--- config.mk ---
export PLATFORM = sky130hd
export DESIGN_NAME = mandelbrot_escape_time_pixel_core
export DESIGN_NICKNAME = d
export VERILOG_FILES = /design/src/hw/rtl/mbet_pkg.sv /design/src/hw/rtl/mandelbrot_escape_time_pixel_core.sv
export SDC_FILE = /design/constraint.sdc
export NUM_CORES = 2
export LEC_CHECK = 0
export ABC_AREA = 1
export BUFFER_PORTS_ARGS = -buffer_cell sky130_fd_sc_hd__buf_2
export CAP_MARGIN = 20
export CORE_MARGIN = 3
export CORE_UTILIZATION = 45
export CTS_BUF_LIST = sky130_fd_sc_hd__clkbuf_4 sky130_fd_sc_hd__clkbuf_8
export DETAILED_ROUTE_END_ITERATION = 8
export GPL_TIMING_DRIVEN = 0
export SYNTH_ARGS = -nofsm -noshare
export SYNTH_HDL_FRONTEND = slang
export SYNTH_SLANG_ARGS = --single-unit
--- constraint.sdc ---
create_clock -name clk -period 13.7 [get_ports clk]
set_clock_uncertainty 0.15 [all_clocks]
set_input_delay 0.685 -clock clk [delete_from_list [all_inputs] [get_ports clk]]
set_output_delay 0.685 -clock clk [all_outputs]
set_load 0.02 [all_outputs]
--- src/hw/rtl/mbet_pkg.sv ---
`timescale 1ns / 1ps

package mbet_pkg;

  // Coordinate word: signed fixed point, FRAC_BITS fraction bits
  localparam int WORD_W     = 48;
  localparam int HALF_W     = WORD_W / 2;
  localparam int FRAC_BITS  = 44;

  // Iteration counter width (default for the top-level parameter)
  localparam int COUNT_BITS = 16;

  // Image bounds used to clamp out-of-range pixel positions
  localparam int MAX_COLUMNS = 4096;
  localparam int MAX_ROWS    = 4096;

  // Field widths
  localparam int COL_W   = 12;
  localparam int ROW_W   = 12;
  localparam int LIMIT_W = 16;
  localparam int ESC_W   = 16;
  localparam int CHAN_W  = 8;

  // Stream payload layout
  localparam int IN_DATA_W  = COL_W + ROW_W;
  localparam int OUT_DATA_W = ESC_W + 2 * CHAN_W;
  localparam int RED_LSB    = ESC_W;
  localparam int GREEN_LSB  = ESC_W + CHAN_W;

  // Configuration register map
  localparam int CFG_ADDR_W = 3;

  typedef enum logic [CFG_ADDR_W-1:0] {
    REG_RE_LEFT,
    REG_IM_TOP,
    REG_RE_STEP,
    REG_IM_STEP,
    REG_ITER_LIMIT
  } cfg_reg_t;

  // Register reset values: -1.9, 1.3, 2.6/1920, 2.6/1080 and 255
  localparam logic signed [WORD_W-1:0] RE_LEFT_RST = -48'sd33425153484390;
  localparam logic signed [WORD_W-1:0] IM_TOP_RST  = 48'sd22869841857741;
  localparam logic signed [WORD_W-1:0] RE_STEP_RST = 48'sd23822751935;
  localparam logic signed [WORD_W-1:0] IM_STEP_RST = 48'sd42351558996;
  localparam logic [LIMIT_W-1:0]       LIMIT_RST   = 16'd255;

endpackage

--- src/hw/rtl/mandelbrot_escape_time_pixel_core.sv ---
// Channel   Ports            Payload (lowest bit first)
// input     in_tvalid/ready  in_tdata:  column[11:0], row[23:12]
// result    out_tvalid/ready out_tdata: escape_count[15:0], red[23:16], green[31:24]
// config    cfg_wr_en        cfg_addr selects the register, cfg_wdata[47:0]
//
// One 25x25 signed multiplier is shared by every product; a 48x48 product takes four
// partial products, accumulated in turn. A pixel first computes c_re and c_im, then
// runs iterations (squares of z_re and z_im, then the cross product) until it escapes
// or reaches the iteration limit, and then posts the result.
// in_tready is high only while the core is idle; a finished result waits in the
// output register, so the next pixel may be taken while it is still held.
// Reset (rst_n low at a clock edge) returns to idle, drops the result and reloads
// the register defaults.
`timescale 1ns / 1ps

module mandelbrot_escape_time_pixel_core #(
  parameter int COUNT_BITS = mbet_pkg::COUNT_BITS
) (
  input  logic                             clk,
  input  logic                             rst_n,
  // in_tdata: column, row
  input  logic                             in_tvalid,
  output logic                             in_tready,
  input  logic [mbet_pkg::IN_DATA_W-1:0]   in_tdata,
  // out_tdata: escape_count, red, green
  output logic                             out_tvalid,
  input  logic                             out_tready,
  output logic [mbet_pkg::OUT_DATA_W-1:0]  out_tdata,
  input  logic                             cfg_wr_en,
  input  logic [mbet_pkg::CFG_ADDR_W-1:0]  cfg_addr,
  input  logic [mbet_pkg::WORD_W-1:0]      cfg_wdata
);

  localparam int WORD_W   = mbet_pkg::WORD_W;
  localparam int HALF_W   = mbet_pkg::HALF_W;
  localparam int FRAC     = mbet_pkg::FRAC_BITS;
  localparam int PP_W     = 2 * HALF_W + 2;
  localparam int PROD_W   = 2 * WORD_W;
  localparam int SUM_W    = PROD_W + 2;
  localparam int COL_W    = mbet_pkg::COL_W;
  localparam int ROW_W    = mbet_pkg::ROW_W;
  localparam int CHAN_W   = mbet_pkg::CHAN_W;
  localparam int LIMIT_W  = mbet_pkg::LIMIT_W;
  localparam int LW       = (COUNT_BITS > LIMIT_W) ? COUNT_BITS : LIMIT_W;
  localparam int COL_LAST = mbet_pkg::MAX_COLUMNS - 1;
  localparam int ROW_LAST = mbet_pkg::MAX_ROWS - 1;

  localparam logic [LW-1:0] COUNT_MAX = LW'((64'd1 << COUNT_BITS) - 64'd1);
  localparam logic [2:0]    MSTEP_LAST = 3'd4;
  // Escape threshold: 16 in the fixed-point scale of the squares
  localparam logic signed [SUM_W-1:0] THRESH =
    {{(SUM_W - FRAC - 5){1'b0}}, 5'b10000, {FRAC{1'b0}}};

  typedef enum logic [2:0] {S_IDLE, S_MUL, S_POST, S_CHECK, S_COLOUR} state_t;
  typedef enum logic [2:0] {J_C_RE, J_C_IM, J_SQ_RE, J_SQ_IM, J_CROSS} job_t;

  // Clamp a wide sum into the signed word range
  function automatic logic signed [WORD_W-1:0] sat_word(input logic signed [SUM_W-1:0] v);
    logic signed [WORD_W-1:0] r;
    if (v[SUM_W-1:WORD_W-1] == {(SUM_W - WORD_W + 1){v[SUM_W-1]}}) begin
      r = v[WORD_W-1:0];
    end else if (v[SUM_W-1]) begin
      r = {1'b1, {(WORD_W - 1){1'b0}}};
    end else begin
      r = {1'b0, {(WORD_W - 1){1'b1}}};
    end
    return r;
  endfunction

  // Remainder modulo 255 of a 16-bit value: fold bytes, since 256 is 1 mod 255
  function automatic logic [CHAN_W-1:0] mod255(input logic [2*CHAN_W-1:0] v);
    logic [CHAN_W:0] s;
    logic [CHAN_W:0] t;
    s = {1'b0, v[2*CHAN_W-1:CHAN_W]} + {1'b0, v[CHAN_W-1:0]};
    t = {{CHAN_W{1'b0}}, s[CHAN_W]} + {1'b0, s[CHAN_W-1:0]};
    return (t[CHAN_W-1:0] == {CHAN_W{1'b1}}) ? '0 : t[CHAN_W-1:0];
  endfunction

  // Registers
  state_t                     state_r, state_nxt;
  job_t                       job_r, job_nxt;
  logic [2:0]                 mstep_r, mstep_nxt;
  logic signed [WORD_W-1:0]   op_a_r, op_a_nxt;
  logic signed [WORD_W-1:0]   op_b_r, op_b_nxt;
  logic signed [PP_W-1:0]     pp_r, pp_nxt;
  logic [1:0]                 pp_sh_r, pp_sh_nxt;
  logic signed [PROD_W-1:0]   acc_r, acc_nxt;
  logic [ROW_W-1:0]           row_r, row_nxt;
  logic signed [WORD_W-1:0]   c_re_r, c_re_nxt;
  logic signed [WORD_W-1:0]   c_im_r, c_im_nxt;
  logic signed [WORD_W-1:0]   zr_r, zr_nxt;
  logic signed [WORD_W-1:0]   zi_r, zi_nxt;
  logic signed [PROD_W-1:0]   sq_re_r, sq_re_nxt;
  logic signed [PROD_W-1:0]   sq_im_r, sq_im_nxt;
  logic [COUNT_BITS-1:0]      count_r, count_nxt;
  logic [CHAN_W-1:0]          red_r, red_nxt;
  logic                       out_valid_r, out_valid_nxt;
  logic [mbet_pkg::OUT_DATA_W-1:0] out_data_r, out_data_nxt;
  logic signed [WORD_W-1:0]   re_left_r, re_left_nxt;
  logic signed [WORD_W-1:0]   im_top_r, im_top_nxt;
  logic signed [WORD_W-1:0]   re_step_r, re_step_nxt;
  logic signed [WORD_W-1:0]   im_step_r, im_step_nxt;
  logic [LIMIT_W-1:0]         limit_r, limit_nxt;

  // Datapath wires
  logic [COL_W-1:0]           col_in, col_clamp;
  logic [ROW_W-1:0]           row_in, row_clamp;
  logic signed [HALF_W:0]     mul_a, mul_b;
  logic signed [PROD_W-1:0]   pp_ext, pp_shifted;
  logic signed [PROD_W-1:0]   sq_now;
  logic signed [PROD_W:0]     dbl_prod, cross_now;
  logic signed [SUM_W-1:0]    sq_sum, c_re_sum, c_im_sum, zr_sum, zi_sum;
  logic [LW-1:0]              limit_ext, limit_eff;
  logic                       go_on, escaped;
  logic [2*CHAN_W-1:0]        red_sq;
  logic [mbet_pkg::ESC_W-1:0] escape_count;

  // Clamp pixel position to the image
  assign col_in    = in_tdata[COL_W-1:0];
  assign row_in    = in_tdata[COL_W +: ROW_W];
  assign col_clamp = (int'(col_in) > COL_LAST) ? COL_W'(COL_LAST) : col_in;
  assign row_clamp = (int'(row_in) > ROW_LAST) ? ROW_W'(ROW_LAST) : row_in;

  // Shared multiplier: one signed 25x25 partial product per cycle
  assign mul_a = mstep_r[1] ? {op_a_r[WORD_W-1], op_a_r[WORD_W-1:HALF_W]}
                            : {1'b0, op_a_r[HALF_W-1:0]};
  assign mul_b = mstep_r[0] ? {op_b_r[WORD_W-1], op_b_r[WORD_W-1:HALF_W]}
                            : {1'b0, op_b_r[HALF_W-1:0]};
  assign pp_nxt    = mul_a * mul_b;
  assign pp_sh_nxt = {1'b0, mstep_r[1]} + {1'b0, mstep_r[0]};
  assign pp_ext    = PROD_W'(pp_r);

  // Align the registered partial product to its weight
  always_comb begin
    case (pp_sh_r)
      2'd0:    pp_shifted = pp_ext;
      2'd1:    pp_shifted = pp_ext <<< HALF_W;
      default: pp_shifted = pp_ext <<< (2 * HALF_W);
    endcase
  end

  // Post-product arithmetic
  assign sq_now    = acc_r >>> FRAC;
  assign dbl_prod  = {acc_r, 1'b0};
  assign cross_now = dbl_prod >>> FRAC;
  assign sq_sum    = SUM_W'(sq_re_r) + SUM_W'(sq_now);
  assign escaped   = !(sq_sum < THRESH);
  assign c_re_sum  = SUM_W'(re_left_r) + SUM_W'(acc_r);
  assign c_im_sum  = SUM_W'(im_top_r) - SUM_W'(acc_r);
  assign zr_sum    = SUM_W'(sq_re_r) - SUM_W'(sq_im_r) + SUM_W'(c_re_r);
  assign zi_sum    = SUM_W'(cross_now) + SUM_W'(c_im_r);

  // Iteration bound
  assign limit_ext = LW'(limit_r);
  assign limit_eff = (limit_ext > COUNT_MAX) ? COUNT_MAX : limit_ext;
  assign go_on     = LW'(count_r) < limit_eff;

  // Colour channels
  assign red_sq       = {{CHAN_W{1'b0}}, red_r} * {{CHAN_W{1'b0}}, red_r};
  assign escape_count = mbet_pkg::ESC_W'(count_r);

  // Sequencer and register updates
  always_comb begin
    state_nxt     = state_r;
    job_nxt       = job_r;
    mstep_nxt     = mstep_r;
    op_a_nxt      = op_a_r;
    op_b_nxt      = op_b_r;
    acc_nxt       = acc_r;
    row_nxt       = row_r;
    c_re_nxt      = c_re_r;
    c_im_nxt      = c_im_r;
    zr_nxt        = zr_r;
    zi_nxt        = zi_r;
    sq_re_nxt     = sq_re_r;
    sq_im_nxt     = sq_im_r;
    count_nxt     = count_r;
    red_nxt       = red_r;
    out_valid_nxt = out_valid_r;
    out_data_nxt  = out_data_r;
    re_left_nxt   = re_left_r;
    im_top_nxt    = im_top_r;
    re_step_nxt   = re_step_r;
    im_step_nxt   = im_step_r;
    limit_nxt     = limit_r;

    // Configuration writes
    if (cfg_wr_en) begin
      case (cfg_addr)
        mbet_pkg::REG_RE_LEFT:    re_left_nxt = cfg_wdata;
        mbet_pkg::REG_IM_TOP:     im_top_nxt  = cfg_wdata;
        mbet_pkg::REG_RE_STEP:    re_step_nxt = cfg_wdata;
        mbet_pkg::REG_IM_STEP:    im_step_nxt = cfg_wdata;
        mbet_pkg::REG_ITER_LIMIT: limit_nxt   = cfg_wdata[LIMIT_W-1:0];
        default: ;
      endcase
    end

    // Drop the result once transferred
    if (out_valid_r && out_tready) begin
      out_valid_nxt = 1'b0;
    end

    case (state_r)
      S_IDLE: begin
        if (in_tvalid) begin
          op_a_nxt  = WORD_W'(col_clamp);
          op_b_nxt  = re_step_r;
          row_nxt   = row_clamp;
          acc_nxt   = '0;
          mstep_nxt = '0;
          job_nxt   = J_C_RE;
          state_nxt = S_MUL;
        end
      end
      S_MUL: begin
        if (mstep_r != 3'd0) begin
          acc_nxt = acc_r + pp_shifted;
        end
        if (mstep_r == MSTEP_LAST) begin
          state_nxt = S_POST;
        end else begin
          mstep_nxt = mstep_r + 3'd1;
        end
      end
      S_POST: begin
        case (job_r)
          J_C_RE: begin
            c_re_nxt  = sat_word(c_re_sum);
            op_a_nxt  = WORD_W'(row_r);
            op_b_nxt  = im_step_r;
            acc_nxt   = '0;
            mstep_nxt = '0;
            job_nxt   = J_C_IM;
            state_nxt = S_MUL;
          end
          J_C_IM: begin
            c_im_nxt  = sat_word(c_im_sum);
            zr_nxt    = '0;
            zi_nxt    = '0;
            count_nxt = '0;
            red_nxt   = '0;
            state_nxt = S_CHECK;
          end
          J_SQ_RE: begin
            sq_re_nxt = sq_now;
            op_a_nxt  = zi_r;
            op_b_nxt  = zi_r;
            acc_nxt   = '0;
            mstep_nxt = '0;
            job_nxt   = J_SQ_IM;
            state_nxt = S_MUL;
          end
          J_SQ_IM: begin
            sq_im_nxt = sq_now;
            if (escaped) begin
              state_nxt = S_COLOUR;
            end else begin
              op_a_nxt  = zr_r;
              op_b_nxt  = zi_r;
              acc_nxt   = '0;
              mstep_nxt = '0;
              job_nxt   = J_CROSS;
              state_nxt = S_MUL;
            end
          end
          J_CROSS: begin
            zr_nxt    = sat_word(zr_sum);
            zi_nxt    = sat_word(zi_sum);
            count_nxt = count_r + 1'b1;
            red_nxt   = (red_r == 8'd254) ? '0 : red_r + 8'd1;
            state_nxt = S_CHECK;
          end
          default: state_nxt = S_IDLE;
        endcase
      end
      S_CHECK: begin
        if (go_on) begin
          op_a_nxt  = zr_r;
          op_b_nxt  = zr_r;
          acc_nxt   = '0;
          mstep_nxt = '0;
          job_nxt   = J_SQ_RE;
          state_nxt = S_MUL;
        end else begin
          state_nxt = S_COLOUR;
        end
      end
      S_COLOUR: begin
        // Hold until the output register is free
        if (!out_valid_r || out_tready) begin
          out_data_nxt  = {mod255(red_sq), red_r, escape_count};
          out_valid_nxt = 1'b1;
          state_nxt     = S_IDLE;
        end
      end
      default: state_nxt = S_IDLE;
    endcase
  end

  always_ff @(posedge clk) begin
    op_a_r     <= op_a_nxt;
    op_b_r     <= op_b_nxt;
    pp_r       <= pp_nxt;
    pp_sh_r    <= pp_sh_nxt;
    acc_r      <= acc_nxt;
    row_r      <= row_nxt;
    c_re_r     <= c_re_nxt;
    c_im_r     <= c_im_nxt;
    zr_r       <= zr_nxt;
    zi_r       <= zi_nxt;
    sq_re_r    <= sq_re_nxt;
    sq_im_r    <= sq_im_nxt;
    count_r    <= count_nxt;
    red_r      <= red_nxt;
    out_data_r <= out_data_nxt;
    if (!rst_n) begin
      state_r     <= S_IDLE;
      job_r       <= J_C_RE;
      mstep_r     <= '0;
      out_valid_r <= 1'b0;
      re_left_r   <= mbet_pkg::RE_LEFT_RST;
      im_top_r    <= mbet_pkg::IM_TOP_RST;
      re_step_r   <= mbet_pkg::RE_STEP_RST;
      im_step_r   <= mbet_pkg::IM_STEP_RST;
      limit_r     <= mbet_pkg::LIMIT_RST;
    end else begin
      state_r     <= state_nxt;
      job_r       <= job_nxt;
      mstep_r     <= mstep_nxt;
      out_valid_r <= out_valid_nxt;
      re_left_r   <= re_left_nxt;
      im_top_r    <= im_top_nxt;
      re_step_r   <= re_step_nxt;
      im_step_r   <= im_step_nxt;
      limit_r     <= limit_nxt;
    end
  end

  assign in_tready  = (state_r == S_IDLE);
  assign out_tvalid = out_valid_r;
  assign out_tdata  = out_data_r;

endmodule

==> results.ini <==
[min_path]
hold_path_class = input port to flip-flop
hold_end = re_step_r[15]
holdPathStages = 3
hold_start = cfg_wdata[15]

[global_route]
grt-ovfl-total = 0
grt_pass1_wl_mm = 592
first_global_vias = 88600
antenna_found_initial = 38
grt_max_degree = 75
track_usage = 0.373

[die]
core_area_mm2 = 0.211
rows = 168
die_x_um = 467
die_h_um = 467
dieArea_mm2 = 0.219
num_io_pins = 114
initial_utilization = 0.455

[cts]
cts_setup_buffers = 0
ctsHoldBuffers = 59
htree_num_levels = 4
cts_buffer_depth = 3
path_clk_slew_ps = 60
ctsResizeCount = 0
cts_made_buffers = 150
insertion_delay_ps = 960
numClockSinks = 826
root_buffer = clkbuf_8
cts_tree = built

[synthesis]
yosysUniqueCellTypes = 60
synth.net_count = 15400
synth-async-reset-ratio = 0
yosysSeqAreaShare = 0.231
ys.flop_type = edfxtp_1
syn_area_per_cell_um2 = 6.90
yosysWarnings = 0
synthesis.area_mm2 = 0.0958
netlist_instances = 13900
synth_edf_count = 556
ys_seq_elements = 826

[timing]
hold_viol = 0
min_period_ps = 10000
rsz0062_at_grt = false
slew-limit-headroom = 0.182
finalSetupViolCount = 0
fin_crit_sh = 0.730
tightest_slew_ps = 1220
slew_viol_final = 0
max_freq_ghz = 0.100

[cells_and_area]
fillers = 22000
utilization = 0.502
drive_gt1_frac = 0.0493
nNetsFinal = 15800
area_delta_synth_final_pct = 10.3
multi_input_area_mm2 = 0.0614
regArea_mm2 = 0.0221

[setup_path]
cp_slowest_cell = clkbuf_1
reg2reg_from = mstep_r[0]
worst_r2r_endpoint = pp_r[43]
endpoint_kind = flip-flop
crit_top_cell = inv_1
reg2reg_slack_ps = 3700
r2r_cells = 32
cpPeakStageDelay_ps = 850
worst-path-max-fanout = 10
critPathKind = flip-flop to flip-flop
cp.arrival_ps = 10650
startpoint_type = flip-flop
required_ps = 14360

[place]
routabilityCongestion = 1.09
hpwl_mm = 356
port_buffers = 112

[drt]
vias_per_cell = 5.45
wl_mm = 413
wire_per_inst_um = 23.9
drtAntennaViolNets = 0
drt_first_pass_iters = 7
drt_drc_violations_left = 0
num_vias = 94200
dr.first_iter.drc_count = 10500

[run_status]
outcome = complete, no violations

[run]
maxCapViolations = 0

-- final cells by class --
| type | instances | area share |
|---|---|---|
| plain buffers | 320 | 0.0139 |
| clock inverters | 61 | 0.00619 |
| well taps | 2805 | 0.0332 |
| repair buffers | 267 | 0.0284 |
| flip-flops and latches | 826 | 0.209 |
| clock buffers | 210 | 0.0244 |
| multi-input cells | 9845 | 0.581 |
| inverters | 2906 | 0.103 |
| diodes | 33 | 0.000781 |
-- worst max path at each step --
stage	startpoint	slack, ps	depth (start not counted)	end
after CTS	mstep_r[0]	3920	32	pp_r[43]
final	mstep_r[0]	3700	32	pp_r[43]
after floorplan	acc_r[92]	4260	18	acc_r[0]
after global placement	acc_r[60]	-2530	19	acc_r[45]
after global routing	mstep_r[0]	3340	32	pp_r[43]
after detailed placement	mstep_r[0]	4030	32	pp_r[43]
-- layer usage --
metal,global-route usage,vias to the layer above,share of wire
met4,0.231,14,0.074
met2,0.547,4799,0.41
li1,-,44400,-
met1,0.489,44000,0.40
met5,0.00812,-,0.00081
met3,0.0957,1020,0.11
-- critical path, delay by kind of cell, from the launching register on --
kind	cells	cell delay [ps]
compound gates	6	1910
buf+inv	12	2260
xor+xnor	1	260
flops	1	340
simple gates	5	800
fa+ha+maj	8	4090
-- layout by cell type, fill, tap and decap left out, drive strengths merged, types with 24 or more instances in the layout --
| master | netlist | final |
|---|---|---|
| o21ai | 740 | 740 |
| a21oi | 933 | 933 |
| xnor2 | 103 | 103 |
| clkinv | 15 | 50 |
| nor3 | 114 | 114 |
| diode | 0 | 33 |
| clkbuf | 245 | 455 |
| nand3 | 577 | 577 |
| ha | 644 | 644 |
| nand4 | 159 | 159 |
| o21bai | 73 | 73 |
| inv | 2891 | 2904 |
| or2 | 41 | 41 |
| dlygate4sd3 | 0 | 59 |
| o211ai | 38 | 38 |
| nor2 | 1582 | 1582 |
| dfxtp | 270 | 270 |
| buf | 75 | 283 |
| xor2 | 174 | 174 |
| o22ai | 25 | 25 |
| a21o | 43 | 43 |
| o21a | 51 | 51 |
| fa | 739 | 739 |
| nand2 | 3585 | 3585 |
| nor4 | 24 | 24 |
| nand3b | 28 | 28 |
| edfxtp | 556 | 556 |
| a31oi | 85 | 85 |
-- per-stage QoR --
step	std cells	TNS [ps]	instance area (µm²)	setup WS, ps	hold slack (ps)
CTS	17200	0	106000	3920	0.189
global route	17300	0	106000	3340	39.5
floorplan	13900	0	95800	4260	274
detailed placement	16900	0	102000	4030	287
finish	17300	0	106000	3700	73.0
global placement	16800	-241840	99900	-2530	286
-- cell families (layout without fill, tap and decap cells) --
group,count (synthesis),count (layout),share of synthesized area
and+or+nand+nor,6137,6137,0.260
buffers and inverters,3226,3764,0.129
DFF,826,826,0.231
AOI/OAI and AO/OA,2047,2047,0.116
muxes,1,1,0.000104
other,0,33,0
adders and majority gates,1383,1383,0.238
xor gates and xnor gates,277,277,0.0253
-- sequential cells by signal (all words and copies together), names as in the netlist, 32 cells and up --
| register | count |
|---|---|
| zr_r | 48 |
| pp_r | 50 |
| out_tdata | 32 |
| c_im_r | 48 |
| op_b_r | 48 |
| op_a_r | 48 |
| acc_r | 96 |
| zi_r | 48 |
| im_step_r | 48 |
| sq_re_r | 52 |
| c_re_r | 48 |
| re_left_r | 48 |
| re_step_r | 48 |
| im_top_r | 48 |
| sq_im_r | 52 |
-- cells in the mapped netlist (all sizes together), types with 174 or more instances --
library cell	count	area share
edfxtp	556	0.17
fa	739	0.15
nor2	1582	0.063
clkbuf	245	0.0096
o21ai	740	0.039
a21oi	933	0.049
dfxtp	270	0.056
nand3	577	0.030
ha	644	0.084
xor2	174	0.016
nand2	3585	0.14
inv	2891	0.11
Power is left out: the tool's default activity adds up to more than one toggle a clock period on the data nets, which glitch-free logic cannot reach.
